**src/sv/hbdp_pkg.sv**
```systemverilog
// shared types and constants for the h-bridge duty to pwm level converter
// no dependencies

package hbdp_pkg;

    localparam int LEVEL_BITS     = 16;
    localparam int DUTY_BITS      = 16;
    localparam int DUTY_FRAC_BITS = 14;
    localparam int ZONE_BITS      = 15;
    localparam int CMD_BITS       = 3;
    localparam int CFG_ADDR_BITS  = 2;
    localparam int CFG_DATA_BITS  = 16;

    localparam int S_TDATA_BITS   = 24;
    localparam int M_TDATA_BITS   = 32;

    localparam logic [LEVEL_BITS-1:0] WRAP_RESET = LEVEL_BITS'(1000);

    typedef enum logic [CMD_BITS-1:0] {
        CMD_SET_DUTY = 3'd0,
        CMD_START    = 3'd1,
        CMD_STOP     = 3'd2,
        CMD_BRAKE    = 3'd3,
        CMD_TICK     = 3'd4
    } cmd_t;

    typedef enum logic [CFG_ADDR_BITS-1:0] {
        REG_WRAP_VALUE = 2'd0,
        REG_DEAD_ZONE  = 2'd1,
        REG_BIAS       = 2'd2,
        REG_DECAY_MODE = 2'd3
    } reg_index_t;

    typedef struct packed {
        logic [LEVEL_BITS-1:0] wrap_value;
        logic [ZONE_BITS-1:0]  dead_zone;
        logic [ZONE_BITS-1:0]  bias;
        logic                  decay_mode;
    } cfg_t;

endpackage

```
**src/sv/hbridge_duty_to_pwm_levels.sv**
```systemverilog
// top level of the h-bridge duty to pwm level converter
// depends on hbdp_pkg, hbdp_cfg_regs and hbdp_level_calc

// Takes one command transaction per clock with no bubbles while the output
// is not stalled: a transaction enters an input register, is executed from
// there once the output register is free or being taken (dead zone and bias
// shaping, one 16x16 multiply by the wrap value, saturation and decay-mode
// mapping) and its result, if any, is registered in the output register. The
// single multiply between the input register and the pending-level registers
// sets the clock rate. Stop, brake and tick while enabled each give one result;
// set duty, start, tick while disabled and unused codes give none.
// Configuration must only be written while no transaction is in flight.

module hbridge_duty_to_pwm_levels (
    input  logic                               aclk,
    input  logic                               aresetn,
    input  logic                               cfg_wr_en,
    input  logic [hbdp_pkg::CFG_ADDR_BITS-1:0] cfg_addr,
    input  logic [hbdp_pkg::CFG_DATA_BITS-1:0] cfg_wdata,
    input  logic                               s_tvalid,
    output logic                               s_tready,
    // command [2:0], duty [18:3], zero fill [23:19]
    input  logic [hbdp_pkg::S_TDATA_BITS-1:0]  s_tdata,
    output logic                               m_tvalid,
    input  logic                               m_tready,
    // level_a [15:0], level_b [31:16]
    output logic [hbdp_pkg::M_TDATA_BITS-1:0]  m_tdata
);

    localparam int LB = hbdp_pkg::LEVEL_BITS;
    localparam int CB = hbdp_pkg::CMD_BITS;
    localparam int DB = hbdp_pkg::DUTY_BITS;

    hbdp_pkg::cfg_t cfg;

    logic                 in_valid_reg;
    logic                 in_valid_next;
    logic [CB-1:0]        in_cmd_reg;
    logic signed [DB-1:0] in_duty_reg;

    logic                 enabled_reg;
    logic                 enabled_next;
    logic [LB-1:0]        pending_a_reg;
    logic [LB-1:0]        pending_a_next;
    logic [LB-1:0]        pending_b_reg;
    logic [LB-1:0]        pending_b_next;

    logic                 out_valid_reg;
    logic                 out_valid_next;
    logic [LB-1:0]        out_a_reg;
    logic [LB-1:0]        out_a_next;
    logic [LB-1:0]        out_b_reg;
    logic [LB-1:0]        out_b_next;

    logic [LB-1:0]        calc_a;
    logic [LB-1:0]        calc_b;
    logic                 exec;
    logic                 produce;

    hbdp_cfg_regs u_cfg (
        .aclk      (aclk),
        .aresetn   (aresetn),
        .cfg_wr_en (cfg_wr_en),
        .cfg_addr  (cfg_addr),
        .cfg_wdata (cfg_wdata),
        .cfg       (cfg)
    );

    hbdp_level_calc u_calc (
        .duty    (in_duty_reg),
        .cfg     (cfg),
        .level_a (calc_a),
        .level_b (calc_b)
    );

    assign exec     = in_valid_reg && (!out_valid_reg || m_tready);
    assign s_tready = !in_valid_reg || exec;

    always_comb begin
        in_valid_next = in_valid_reg;
        if (s_tready) begin
            in_valid_next = s_tvalid;
        end
    end

    always_comb begin
        enabled_next   = enabled_reg;
        pending_a_next = pending_a_reg;
        pending_b_next = pending_b_reg;
        out_a_next     = out_a_reg;
        out_b_next     = out_b_reg;
        produce        = 1'b0;
        if (exec) begin
            unique case (hbdp_pkg::cmd_t'(in_cmd_reg))
                hbdp_pkg::CMD_SET_DUTY: begin
                    pending_a_next = calc_a;
                    pending_b_next = calc_b;
                end
                hbdp_pkg::CMD_START: begin
                    enabled_next = 1'b1;
                end
                hbdp_pkg::CMD_STOP: begin
                    enabled_next   = 1'b0;
                    pending_a_next = '0;
                    pending_b_next = '0;
                    out_a_next     = '0;
                    out_b_next     = '0;
                    produce        = 1'b1;
                end
                hbdp_pkg::CMD_BRAKE: begin
                    enabled_next   = 1'b0;
                    pending_a_next = '0;
                    pending_b_next = '0;
                    out_a_next     = cfg.wrap_value;
                    out_b_next     = cfg.wrap_value;
                    produce        = 1'b1;
                end
                hbdp_pkg::CMD_TICK: begin
                    if (enabled_reg) begin
                        out_a_next = pending_a_reg;
                        out_b_next = pending_b_reg;
                        produce    = 1'b1;
                    end
                end
                default: begin
                    produce = 1'b0;
                end
            endcase
        end
        if (exec) begin
            out_valid_next = produce;
        end else if (m_tready) begin
            out_valid_next = 1'b0;
        end else begin
            out_valid_next = out_valid_reg;
        end
    end

    always_ff @(posedge aclk) begin
        if (!aresetn) begin
            in_valid_reg  <= 1'b0;
            enabled_reg   <= 1'b0;
            pending_a_reg <= '0;
            pending_b_reg <= '0;
            out_valid_reg <= 1'b0;
        end else begin
            in_valid_reg  <= in_valid_next;
            enabled_reg   <= enabled_next;
            pending_a_reg <= pending_a_next;
            pending_b_reg <= pending_b_next;
            out_valid_reg <= out_valid_next;
        end
    end

    always_ff @(posedge aclk) begin
        if (s_tready && s_tvalid) begin
            in_cmd_reg  <= s_tdata[CB-1:0];
            in_duty_reg <= signed'(s_tdata[CB+DB-1:CB]);
        end
        out_a_reg <= out_a_next;
        out_b_reg <= out_b_next;
    end

    assign m_tvalid = out_valid_reg;
    assign m_tdata  = {out_b_reg, out_a_reg};

    a_stop_gives_zero: assert property (@(posedge aclk) disable iff (!aresetn)
        exec && (in_cmd_reg == hbdp_pkg::CMD_STOP)
        |=> m_tvalid && (m_tdata == '0) && !enabled_reg)
        else $error("stop did not give a zero result");

    a_brake_clears: assert property (@(posedge aclk) disable iff (!aresetn)
        exec && (in_cmd_reg == hbdp_pkg::CMD_BRAKE)
        |=> (pending_a_reg == '0) && (pending_b_reg == '0) && !enabled_reg)
        else $error("brake did not clear pending levels");

    a_tick_disabled_silent: assert property (@(posedge aclk) disable iff (!aresetn)
        exec && (in_cmd_reg == hbdp_pkg::CMD_TICK) && !enabled_reg
        |=> !m_tvalid)
        else $error("tick while disabled produced a result");

    a_stalled_output_blocks: assert property (@(posedge aclk) disable iff (!aresetn)
        out_valid_reg && !m_tready |-> !exec)
        else $error("executed while a result was stalled");

endmodule

```
**src/sv/hbdp_cfg_regs.sv**
```systemverilog
// configuration register file: wrap value, dead zone, bias, decay mode
// depends on hbdp_pkg

module hbdp_cfg_regs (
    input  logic                               aclk,
    input  logic                               aresetn,
    input  logic                               cfg_wr_en,
    input  logic [hbdp_pkg::CFG_ADDR_BITS-1:0] cfg_addr,
    input  logic [hbdp_pkg::CFG_DATA_BITS-1:0] cfg_wdata,
    output hbdp_pkg::cfg_t                     cfg
);

    hbdp_pkg::cfg_t cfg_reg;
    hbdp_pkg::cfg_t cfg_next;

    always_comb begin
        cfg_next = cfg_reg;
        if (cfg_wr_en) begin
            unique case (hbdp_pkg::reg_index_t'(cfg_addr))
                hbdp_pkg::REG_WRAP_VALUE: begin
                    cfg_next.wrap_value = cfg_wdata[hbdp_pkg::LEVEL_BITS-1:0];
                end
                hbdp_pkg::REG_DEAD_ZONE: begin
                    cfg_next.dead_zone = cfg_wdata[hbdp_pkg::ZONE_BITS-1:0];
                end
                hbdp_pkg::REG_BIAS: begin
                    cfg_next.bias = cfg_wdata[hbdp_pkg::ZONE_BITS-1:0];
                end
                hbdp_pkg::REG_DECAY_MODE: begin
                    cfg_next.decay_mode = cfg_wdata[0];
                end
                default: begin
                    cfg_next = cfg_reg;
                end
            endcase
        end
    end

    always_ff @(posedge aclk) begin
        if (!aresetn) begin
            cfg_reg.wrap_value <= hbdp_pkg::WRAP_RESET;
            cfg_reg.dead_zone  <= '0;
            cfg_reg.bias       <= '0;
            cfg_reg.decay_mode <= 1'b0;
        end else begin
            cfg_reg <= cfg_next;
        end
    end

    assign cfg = cfg_reg;

endmodule

```
**src/sv/hbdp_level_calc.sv**
```systemverilog
// duty shaping, scaling by wrap value and decay-mode level mapping
// depends on hbdp_pkg

module hbdp_level_calc (
    input  logic signed [hbdp_pkg::DUTY_BITS-1:0]  duty,
    input  hbdp_pkg::cfg_t                         cfg,
    output logic        [hbdp_pkg::LEVEL_BITS-1:0] level_a,
    output logic        [hbdp_pkg::LEVEL_BITS-1:0] level_b
);

    localparam int EXT_BITS  = hbdp_pkg::DUTY_BITS + 1;
    localparam int MAG_BITS  = hbdp_pkg::DUTY_BITS;
    localparam int PROD_BITS = MAG_BITS + hbdp_pkg::LEVEL_BITS;
    localparam int P_BITS    = PROD_BITS - hbdp_pkg::DUTY_FRAC_BITS;

    logic signed [EXT_BITS-1:0]           duty_ext;
    logic signed [EXT_BITS-1:0]           dz_ext;
    logic signed [EXT_BITS-1:0]           bs_ext;
    logic signed [EXT_BITS-1:0]           shaped;
    logic        [EXT_BITS-1:0]           mag_full;
    logic        [MAG_BITS-1:0]           mag;
    logic        [PROD_BITS-1:0]          prod;
    logic        [P_BITS-1:0]             p;
    logic        [P_BITS-1:0]             top_ext;
    logic        [P_BITS-1:0]             diff;
    logic                                 p_over;
    logic                                 is_pos;
    logic                                 is_neg;
    logic        [hbdp_pkg::LEVEL_BITS-1:0] top;
    logic        [hbdp_pkg::LEVEL_BITS-1:0] sub_sat;
    logic        [hbdp_pkg::LEVEL_BITS-1:0] min_sat;

    // dead zone and bias shaping
    always_comb begin
        duty_ext = EXT_BITS'(duty);
        dz_ext   = signed'({{(EXT_BITS-hbdp_pkg::ZONE_BITS){1'b0}}, cfg.dead_zone});
        bs_ext   = signed'({{(EXT_BITS-hbdp_pkg::ZONE_BITS){1'b0}}, cfg.bias});
        if (duty_ext > dz_ext) begin
            shaped = (duty_ext > bs_ext) ? duty_ext : bs_ext;
        end else if (duty_ext < -dz_ext) begin
            shaped = (duty_ext < -bs_ext) ? duty_ext : -bs_ext;
        end else begin
            shaped = '0;
        end
    end

    always_comb begin
        mag_full = shaped[EXT_BITS-1] ? unsigned'(-shaped) : unsigned'(shaped);
        mag      = mag_full[MAG_BITS-1:0];
        top      = cfg.wrap_value;
        prod     = {{(PROD_BITS-MAG_BITS){1'b0}}, mag}
                 * {{(PROD_BITS-hbdp_pkg::LEVEL_BITS){1'b0}}, top};
        p        = prod[PROD_BITS-1:hbdp_pkg::DUTY_FRAC_BITS];
        top_ext  = {{(P_BITS-hbdp_pkg::LEVEL_BITS){1'b0}}, top};
        p_over   = p > top_ext;
        diff     = top_ext - p;
        sub_sat  = p_over ? '0 : diff[hbdp_pkg::LEVEL_BITS-1:0];
        min_sat  = p_over ? top : p[hbdp_pkg::LEVEL_BITS-1:0];
        is_pos   = (p != '0) && !shaped[EXT_BITS-1];
        is_neg   = (p != '0) && shaped[EXT_BITS-1];
    end

    always_comb begin
        if (!cfg.decay_mode) begin
            // slow decay, idle high
            level_a = is_neg ? sub_sat : top;
            level_b = is_pos ? sub_sat : top;
        end else begin
            // fast decay, idle low
            level_a = is_pos ? min_sat : '0;
            level_b = is_neg ? min_sat : '0;
        end
    end

endmodule
```
**config.mk**
```make
export PLATFORM = sky130hd
export DESIGN_NAME = hbridge_duty_to_pwm_levels
export DESIGN_NICKNAME = d
export VERILOG_FILES = /design/src/sv/hbdp_pkg.sv /design/src/sv/hbridge_duty_to_pwm_levels.sv /design/src/sv/hbdp_cfg_regs.sv /design/src/sv/hbdp_level_calc.sv
export SDC_FILE = /design/constraint.sdc
export NUM_CORES = 1
export LEC_CHECK = 0
export BUFFER_PORTS_ARGS = -buffer_cell sky130_fd_sc_hd__buf_2
export CORE_UTILIZATION = 45
export CTS_BUF_LIST = sky130_fd_sc_hd__clkbuf_8
export DETAILED_ROUTE_END_ITERATION = 8
export PLACE_DENSITY = 0.63
export SKIP_CTS_REPAIR_TIMING = 1
export SYNTH_ARGS = -nofsm -noshare
export SYNTH_HDL_FRONTEND = slang
export SYNTH_SLANG_ARGS = --single-unit
export TNS_END_PERCENT = 1
```
**constraint.sdc**
```tcl
create_clock -name aclk -period 16.3 [get_ports aclk]
set_input_delay 3.26 -clock aclk [delete_from_list [all_inputs] [get_ports aclk]]
set_output_delay 3.26 -clock aclk [all_outputs]
set_load 0.005 [all_outputs]
```
## After elaboration in Yosys (flattened, before gate mapping)

Index checks and enable logic that the tools add are counted.

- Register bits after elaboration: 133
- Bits in latches: 0
- Bits in writable memories: 0
- Memory bits (read-only): 0
- Bits of input ports: 47
- Output and inout port bits: 34
- Logic and storage cells: 79
- Memories kept: 0

- Add/subtract/negate cells: 4
- Multiply operators: 1
- Div/mod/pow operators: 0
- $lt $le $gt $ge: 5
- Equality and inequality tests: 8
- Shift-type cells: 0
- Muxes and demuxes: 24
- Bitwise logic cells: 0
- Reductions and logical operators: 24

Operator list:

| cell | number |
|---|---|
| $mux W16 | 11 |
| $pmux W16 S3 | 2 |
| $mux W17 | 4 |
| $pmux W16 S2 | 2 |
| $lt A16 B17 Y1 | 2 |
| $neg A15 Y17 | 2 |
| $gt A16 B16 Y1 | 2 |
| $mul A16 B16 Y32 | 1 |
| $gt A18 B16 Y1 | 1 |
| $reduce_bool A18 Y1 | 1 |
| $neg A16 Y16 | 1 |
| $sub A16 B16 Y16 | 1 |
| $reduce_and A2 Y1 | 6 |
| $eq A3 B2 Y1 const B | 2 |
| $reduce_bool A2 Y1 | 3 |
| $eq A2 B2 Y1 const B | 2 |
| $logic_and A1 B1 Y1 | 4 |
| $pmux W1 S2 | 2 |
| $eq A3 B1 Y1 const B | 1 |
| $eq A3 B3 Y1 const B | 1 |
| $logic_not A1 Y1 | 3 |
| $logic_not A3 Y1 | 1 |
| $mux W1 | 3 |
| $reduce_and A3 Y1 | 1 |
| 6 further kinds | 7 |

## Longest topological paths before layout

- Word-level depth: 13
- Gate-level depth with buffers: 60
- Depth with buffers taken out: 58

## By module

A second synthesis with hierarchy kept.

- Cell total of the unflattened synthesis: 2192
- Area total of the unflattened synthesis: 19030.8 µm²

By module, submodules not included:

| module | instances | cells an instance | area an instance (µm²) | sequential area each (µm²) |
|---|---|---|---|---|
| hbdp_level_calc | 1 | 1758 | 13780.7 | 0.0 |
| hbridge_duty_to_pwm_levels | 1 | 253 | 3399.5 | 2232.1 |
| hbdp_cfg_regs | 1 | 181 | 1850.5 | 940.9 |

## Least setup slack after synthesis

No wires, ideal clock.

- Kind: register to register
- From: register u_cfg.cfg_reg (netlist bit u_cfg.cfg[3])
- To: register pending_b_reg[11]
- Library setup time: 0.079 ns
- Arrival time: 12.735 ns
- Data required time: 16.221 ns
- Setup slack: 3.486 ns
- Stages on the path, launching flop included: 55
- Buffers on the path: 4
- Period minus slack after synthesis: 12.814 ns
- Path through: dfxtp_1 clkbuf_1 nor3_1 nand4_1 nor3_1 nand3_1 xnor2_1 ha_1 nand4_1 nor3_1 o211ai_1 nand4_1 buf_2 o22ai_1 a221o_1 or4b_1 or2_2 or3_1 [... 19 more ...] mux2_2 a31oi_1 and3_1 ha_1 inv_1 a21oi_1 o21a_1 o21a_1 o21a_1 o21a_1 o21ai_0 a211oi_1 o21ai_0 nand2_1 a311oi_1 clkbuf_1 a22oi_1 o211ai_1

- Cells in the longest elaborated chain, start to end: 13
- Elaborated cells between the ends (all ways): 22
- Those cells by class: add/sub (3); mul (1); order compare (3); mux (11); reduce/logical (4)

Ends and longest elaborated chain:

| what | line | text |
|---|---|---|
| start: declaration | hbdp_cfg_regs.sv:13 | `hbdp_pkg::cfg_t cfg_reg;` |
| start signal: assignment | hbdp_cfg_regs.sv:46 | `cfg_reg <= cfg_next;` |
| $neg A15 Y17 | hbdp_level_calc.sv:41 | `shaped = (duty_ext < -bs_ext) ? duty_ext : -bs_ext;` |
| $lt A16 B17 Y1 | hbdp_level_calc.sv:41 |  |
| $mux W17 | hbdp_level_calc.sv:41 |  |
| $mux W17 | hbdp_level_calc.sv:40 | `end else if (duty_ext < -dz_ext) begin` |
| $mux W17 * | hbdp_level_calc.sv:38 | `if (duty_ext > dz_ext) begin` |
| $neg A16 Y16 | hbdp_level_calc.sv:48 | `mag_full = shaped[EXT_BITS-1] ? unsigned'(-shaped) : unsigned'(shaped);` |
| $mux W16 | hbdp_level_calc.sv:48 |  |
| $mul A16 B16 Y32 | hbdp_level_calc.sv:52 | `* {{(PROD_BITS-hbdp_pkg::LEVEL_BITS){1'b0}}, top};` |
| $sub A16 B16 Y16, or another cell as far along | hbdp_level_calc.sv:56 | `diff = top_ext - p;` |
| $mux W16, or another cell as far along | hbdp_level_calc.sv:57 | `sub_sat = p_over ? '0 : diff[hbdp_pkg::LEVEL_BITS-1:0];` |
| $mux W16, on equally long branches | hbdp_level_calc.sv:67, hbdp_level_calc.sv:71 |  |
| $mux W16 * | hbdp_level_calc.sv:64 | `if (!cfg.decay_mode) begin` |
| $pmux W16 S2 * | hbridge_duty_to_pwm_levels.sv:94 | `unique case (hbdp_pkg::cmd_t'(in_cmd_reg))` |
| end signal: assignment | hbridge_duty_to_pwm_levels.sv:150 | `pending_b_reg <= pending_b_next;` |
| end: declaration | hbridge_duty_to_pwm_levels.sv:45 | `logic [LB-1:0] pending_b_reg;` |

Every way passes the cells marked *; elsewhere a longest branch is shown, timed or not.
A chain may end at the register's enable or synchronous reset.

## Worst setup path in the final report

- From: register u_cfg.cfg_reg (netlist bit u_cfg.cfg[3])
- To: register pending_a_reg[4]

- Cells in the longest elaborated chain, start to end: 13
- Elaborated cells between the ends (all ways): 22
- Those cells by class: add/sub (3); mul (1); order compare (3); mux (11); reduce/logical (4)

Ends and longest elaborated chain:

| what | line | text |
|---|---|---|
| $neg A15 Y17 | hbdp_level_calc.sv:41 |  |
| $lt A16 B17 Y1 | hbdp_level_calc.sv:41 |  |
| $mux W17 | hbdp_level_calc.sv:41 |  |
| $mux W17 | hbdp_level_calc.sv:40 |  |
| $mux W17 * | hbdp_level_calc.sv:38 |  |
| $neg A16 Y16 | hbdp_level_calc.sv:48 |  |
| $mux W16 | hbdp_level_calc.sv:48 |  |
| $mul A16 B16 Y32 | hbdp_level_calc.sv:52 |  |
| $sub A16 B16 Y16, or another cell as far along | hbdp_level_calc.sv:56 |  |
| $mux W16, or another cell as far along | hbdp_level_calc.sv:57 |  |
| $mux W16, on equally long branches | hbdp_level_calc.sv:66, hbdp_level_calc.sv:70 |  |
| $mux W16 * | hbdp_level_calc.sv:64 |  |
| $pmux W16 S2 * | hbridge_duty_to_pwm_levels.sv:94 |  |
| end signal: assignment | hbridge_duty_to_pwm_levels.sv:149 | `pending_a_reg <= pending_a_next;` |
| end: declaration | hbridge_duty_to_pwm_levels.sv:43 | `logic [LB-1:0] pending_a_reg;` |

Marked as above.

==> results.yml <==
sta:
  fin_worst_hold_slack_ns: 0.469
  unrepaired_setup_endpoints_after_global_routing: "false"
  final_hold_viol_count: 0
  max_freq_mhz: 67.8
  finalSetupViolations: 0
  period_share_pct: 90.5
  max_slew_margin_pct: 21.3
  final_tns_setup_ns: 0
  timing.final.max_slew_violations: 0
  layout_min_cycle_time_ns: 14.75
  worst-slew-pin-transition_ns: 1.18
  clock_skew_ns: 0.0105
grt:
  maximum_number_of_pins_on_one_net_before_global_route_repair: 54
  grt_first_pass_wirelength_mm: 85.3
  global_route.overflow_total: 0
  number_of_antenna_violations_at_the_first_check_in_global_routing: 0
  global_route.usage.total_pct: 26.8
  first_global_vias: 15300
clocking:
  clock_path_buffers: 2
  cts_max_level: 4
  number_of_buffers_created_by_cts: 17
  insertion_delay_ns: 0.47
  number_of_sinks_driven_by_the_clock_tree: 133
  worst_setup_hold_path_clk_slew_ns: 0.08
  clockRootBuffer: "clkbuf_8"
  cts_tree: "done"
worst_setup_path:
  critPathRequiredTime_ns: 16.71
  worst_ep_arrival_time_ns: 15.16
  type_of_the_worst_setup_path: "flop to flop"
  worst_setup_end_kind: "flop"
  cp-start-kind: "flop"
  startpoint: "u_cfg.cfg[3]$_SDFFE_PN0P_"
  regToRegStartpoint: "u_cfg.cfg[3]$_SDFFE_PN0P_"
  max_stage_delay_ns: 0.59
  cp_max_stage_cell: "a221oi_1"
  endpoint: "pending_a_reg[4]$_SDFFE_PN0P_"
  reg2regPathDepth: 49
  r2r_end: "pending_a_reg[4]$_SDFFE_PN0P_"
  worst-path-max-fanout: 17
  worst_path_most_repeated_cell: "fa_1"
  r2r_slack_ns: 1.55
floorplanning:
  num_io_pins: 81
  die_w_microns: 202
  initial_utilization_pct: 46.2
  fp.dieH_microns: 202
  die-area_sq_mm: 0.0409
  rows: 72
  fp.coreArea_sq_mm: 0.0391
synth:
  post-synth-top-area-cell: "fa_1"
  yosysUniqueCellTypes: 84
  yosysWarningCount: 0
  yosysSeqAreaShare_pct: 17.6
  post_synth_instance_area_sq_mm: 0.0180
  dominantRegCellSynth: "dfxtp_1"
  number_of_synthesized_flops_with_an_enable_pin: 51
  synth_cells: 2122
  syn_area_per_cell_sq_um: 8.50
  netlist_top_cells_area: "fa_1 22%, ha_1 14%, dfxtp_1 9.1%, edfxtp_1 8.5%, nand2_1 6.4%"
  synth.ff_latch_count: 133
  async_reset_ff_share_pct: 0
  synth.top_cells.by_count: "308 x nand2_1, 307 x inv_1, 197 x ha_1, 194 x fa_1, 98 x nor2_1"
  postSynthNetCount: 2560
  synthDominantCellAreaShare_pct: 21.5
  yosysMostFrequentCell: "nand2_1"
status:
  run_status: "finished clean"
cells_and_area:
  area_delta_synth_final_pct: 7.58
  antenna_cells_inserted: 0
  num-nets-final: 2591
  layout-drive-gt1-share_pct: 8.50
  number_of_flip_flops_in_the_largest_register: 47
placed_design:
  place.port_buffers: 75
  routability_congestion_estimate_from_global_placement: 0.949
  place.detailed.hpwl_mm: 42.4
detailed_routing:
  drt-total-wl_mm: 53.6
  detailroute.via_count: 15400
  drt_pass1_iterations: 5
  avgRoutedWirePerCell_microns: 20.0
  postRouteAntennaNets: 0
  drt_iter0_drc: 1052
  avgViaCountPerCell: 5.74
  detail_route.drc_violations: 0
hold_path:
  hold_path_class: "flop to flop"
job:
  max_cap_viol_count: 0
[kinds of logic (layout without fill, tap and decap cells)]
| logic type | Yosys count | count (layout) | share of synthesized area [%] |
|---|---|---|---|
| buffers and inverters | 412 | 455 | 8.70 |
| adders and majority gates | 391 | 391 | 35.2 |
| and+or+nand+nor | 699 | 699 | 18.6 |
| xor gates and xnor gates | 61 | 61 | 2.96 |
| DFF | 133 | 133 | 17.6 |
| muxes | 13 | 13 | 0.756 |
| AOI/OAI and AO/OA | 413 | 413 | 16.2 |
[layer usage]
layer | track usage, % | vias up | part of all wire, %
li1 | - | 7207 | -
met1 | 35.1 | 7557 | 42
met2 | 45.7 | 543 | 48
met3 | 2.77 | 92 | 5.9
met4 | 9.83 | 0 | 3.8
met5 | 0 | - | 0
[layout by cell type, fill, tap and decap left out, drive strengths merged, types with 26 or more instances in the layout]
master / n
nor2: 99
o21ai: 68
nand4: 41
ha: 197
nor3: 31
edfxtp: 51
nand2: 308
a21oi: 77
fa: 194
a21o: 36
o211ai: 26
dfxtp: 82
a22o: 32
xnor2: 44
and2: 94
buf: 116
nand3: 40
inv: 314
a21boi: 45
[critical path: cells and delay by family (launching register included)]
kind            cells  cell delay [ns]
fa+ha+maj           9             4.05
xor+xnor            1             0.47
flops               1             0.41
mux                 1             0.27
compound gates     15             3.44
buf+inv             3             0.39
simple gates       20             5.62
[worst min-delay path by stage]
stage / startpoint / end / slack (ns) / cells after the start
after floorplan: pending_b_reg[10]$_SDFFE_PN0P_ / pending_b_reg[10]$_SDFFE_PN0P_ / 0.43 / 2
after global placement: pending_b_reg[10]$_SDFFE_PN0P_ / pending_b_reg[10]$_SDFFE_PN0P_ / 0.45 / 2
after detailed placement: pending_b_reg[10]$_SDFFE_PN0P_ / pending_b_reg[10]$_SDFFE_PN0P_ / 0.45 / 2
after CTS: pending_b_reg[10]$_SDFFE_PN0P_ / pending_b_reg[10]$_SDFFE_PN0P_ / 0.47 / 2
after global routing: pending_b_reg[10]$_SDFFE_PN0P_ / pending_b_reg[10]$_SDFFE_PN0P_ / 0.50 / 2
final: pending_b_reg[10]$_SDFFE_PN0P_ / pending_b_reg[10]$_SDFFE_PN0P_ / 0.47 / 2
[per-stage QoR]
stage                     cell area (sq um)  setup slack [ns]  instances  util (%)
after floorplan                       18000              3.49       2122         -
after global placement                19000              1.87       2652      48.7
after detailed placement              19000              1.69       2652      48.7
after CTS                             19400              1.61       2683      49.7
after global routing                  19400             0.384       2683      49.7
final                                 19400              1.55       2683      49.7
[cell type report]
type                            instances  area, sq um
Sequential cell                       133         3170
Multi-Input combinational cell       1577        13400
Clock buffer                           18          248
Inverter                              308         1160
Tap cell                              518          648
Timing Repair Buffer                  116          683
Fill cell                            3769        19700
Clock inverter                         13          129
Power is left out: the tool's default activity adds up to more than one toggle a clock period on the data nets, which glitch-free logic cannot reach.
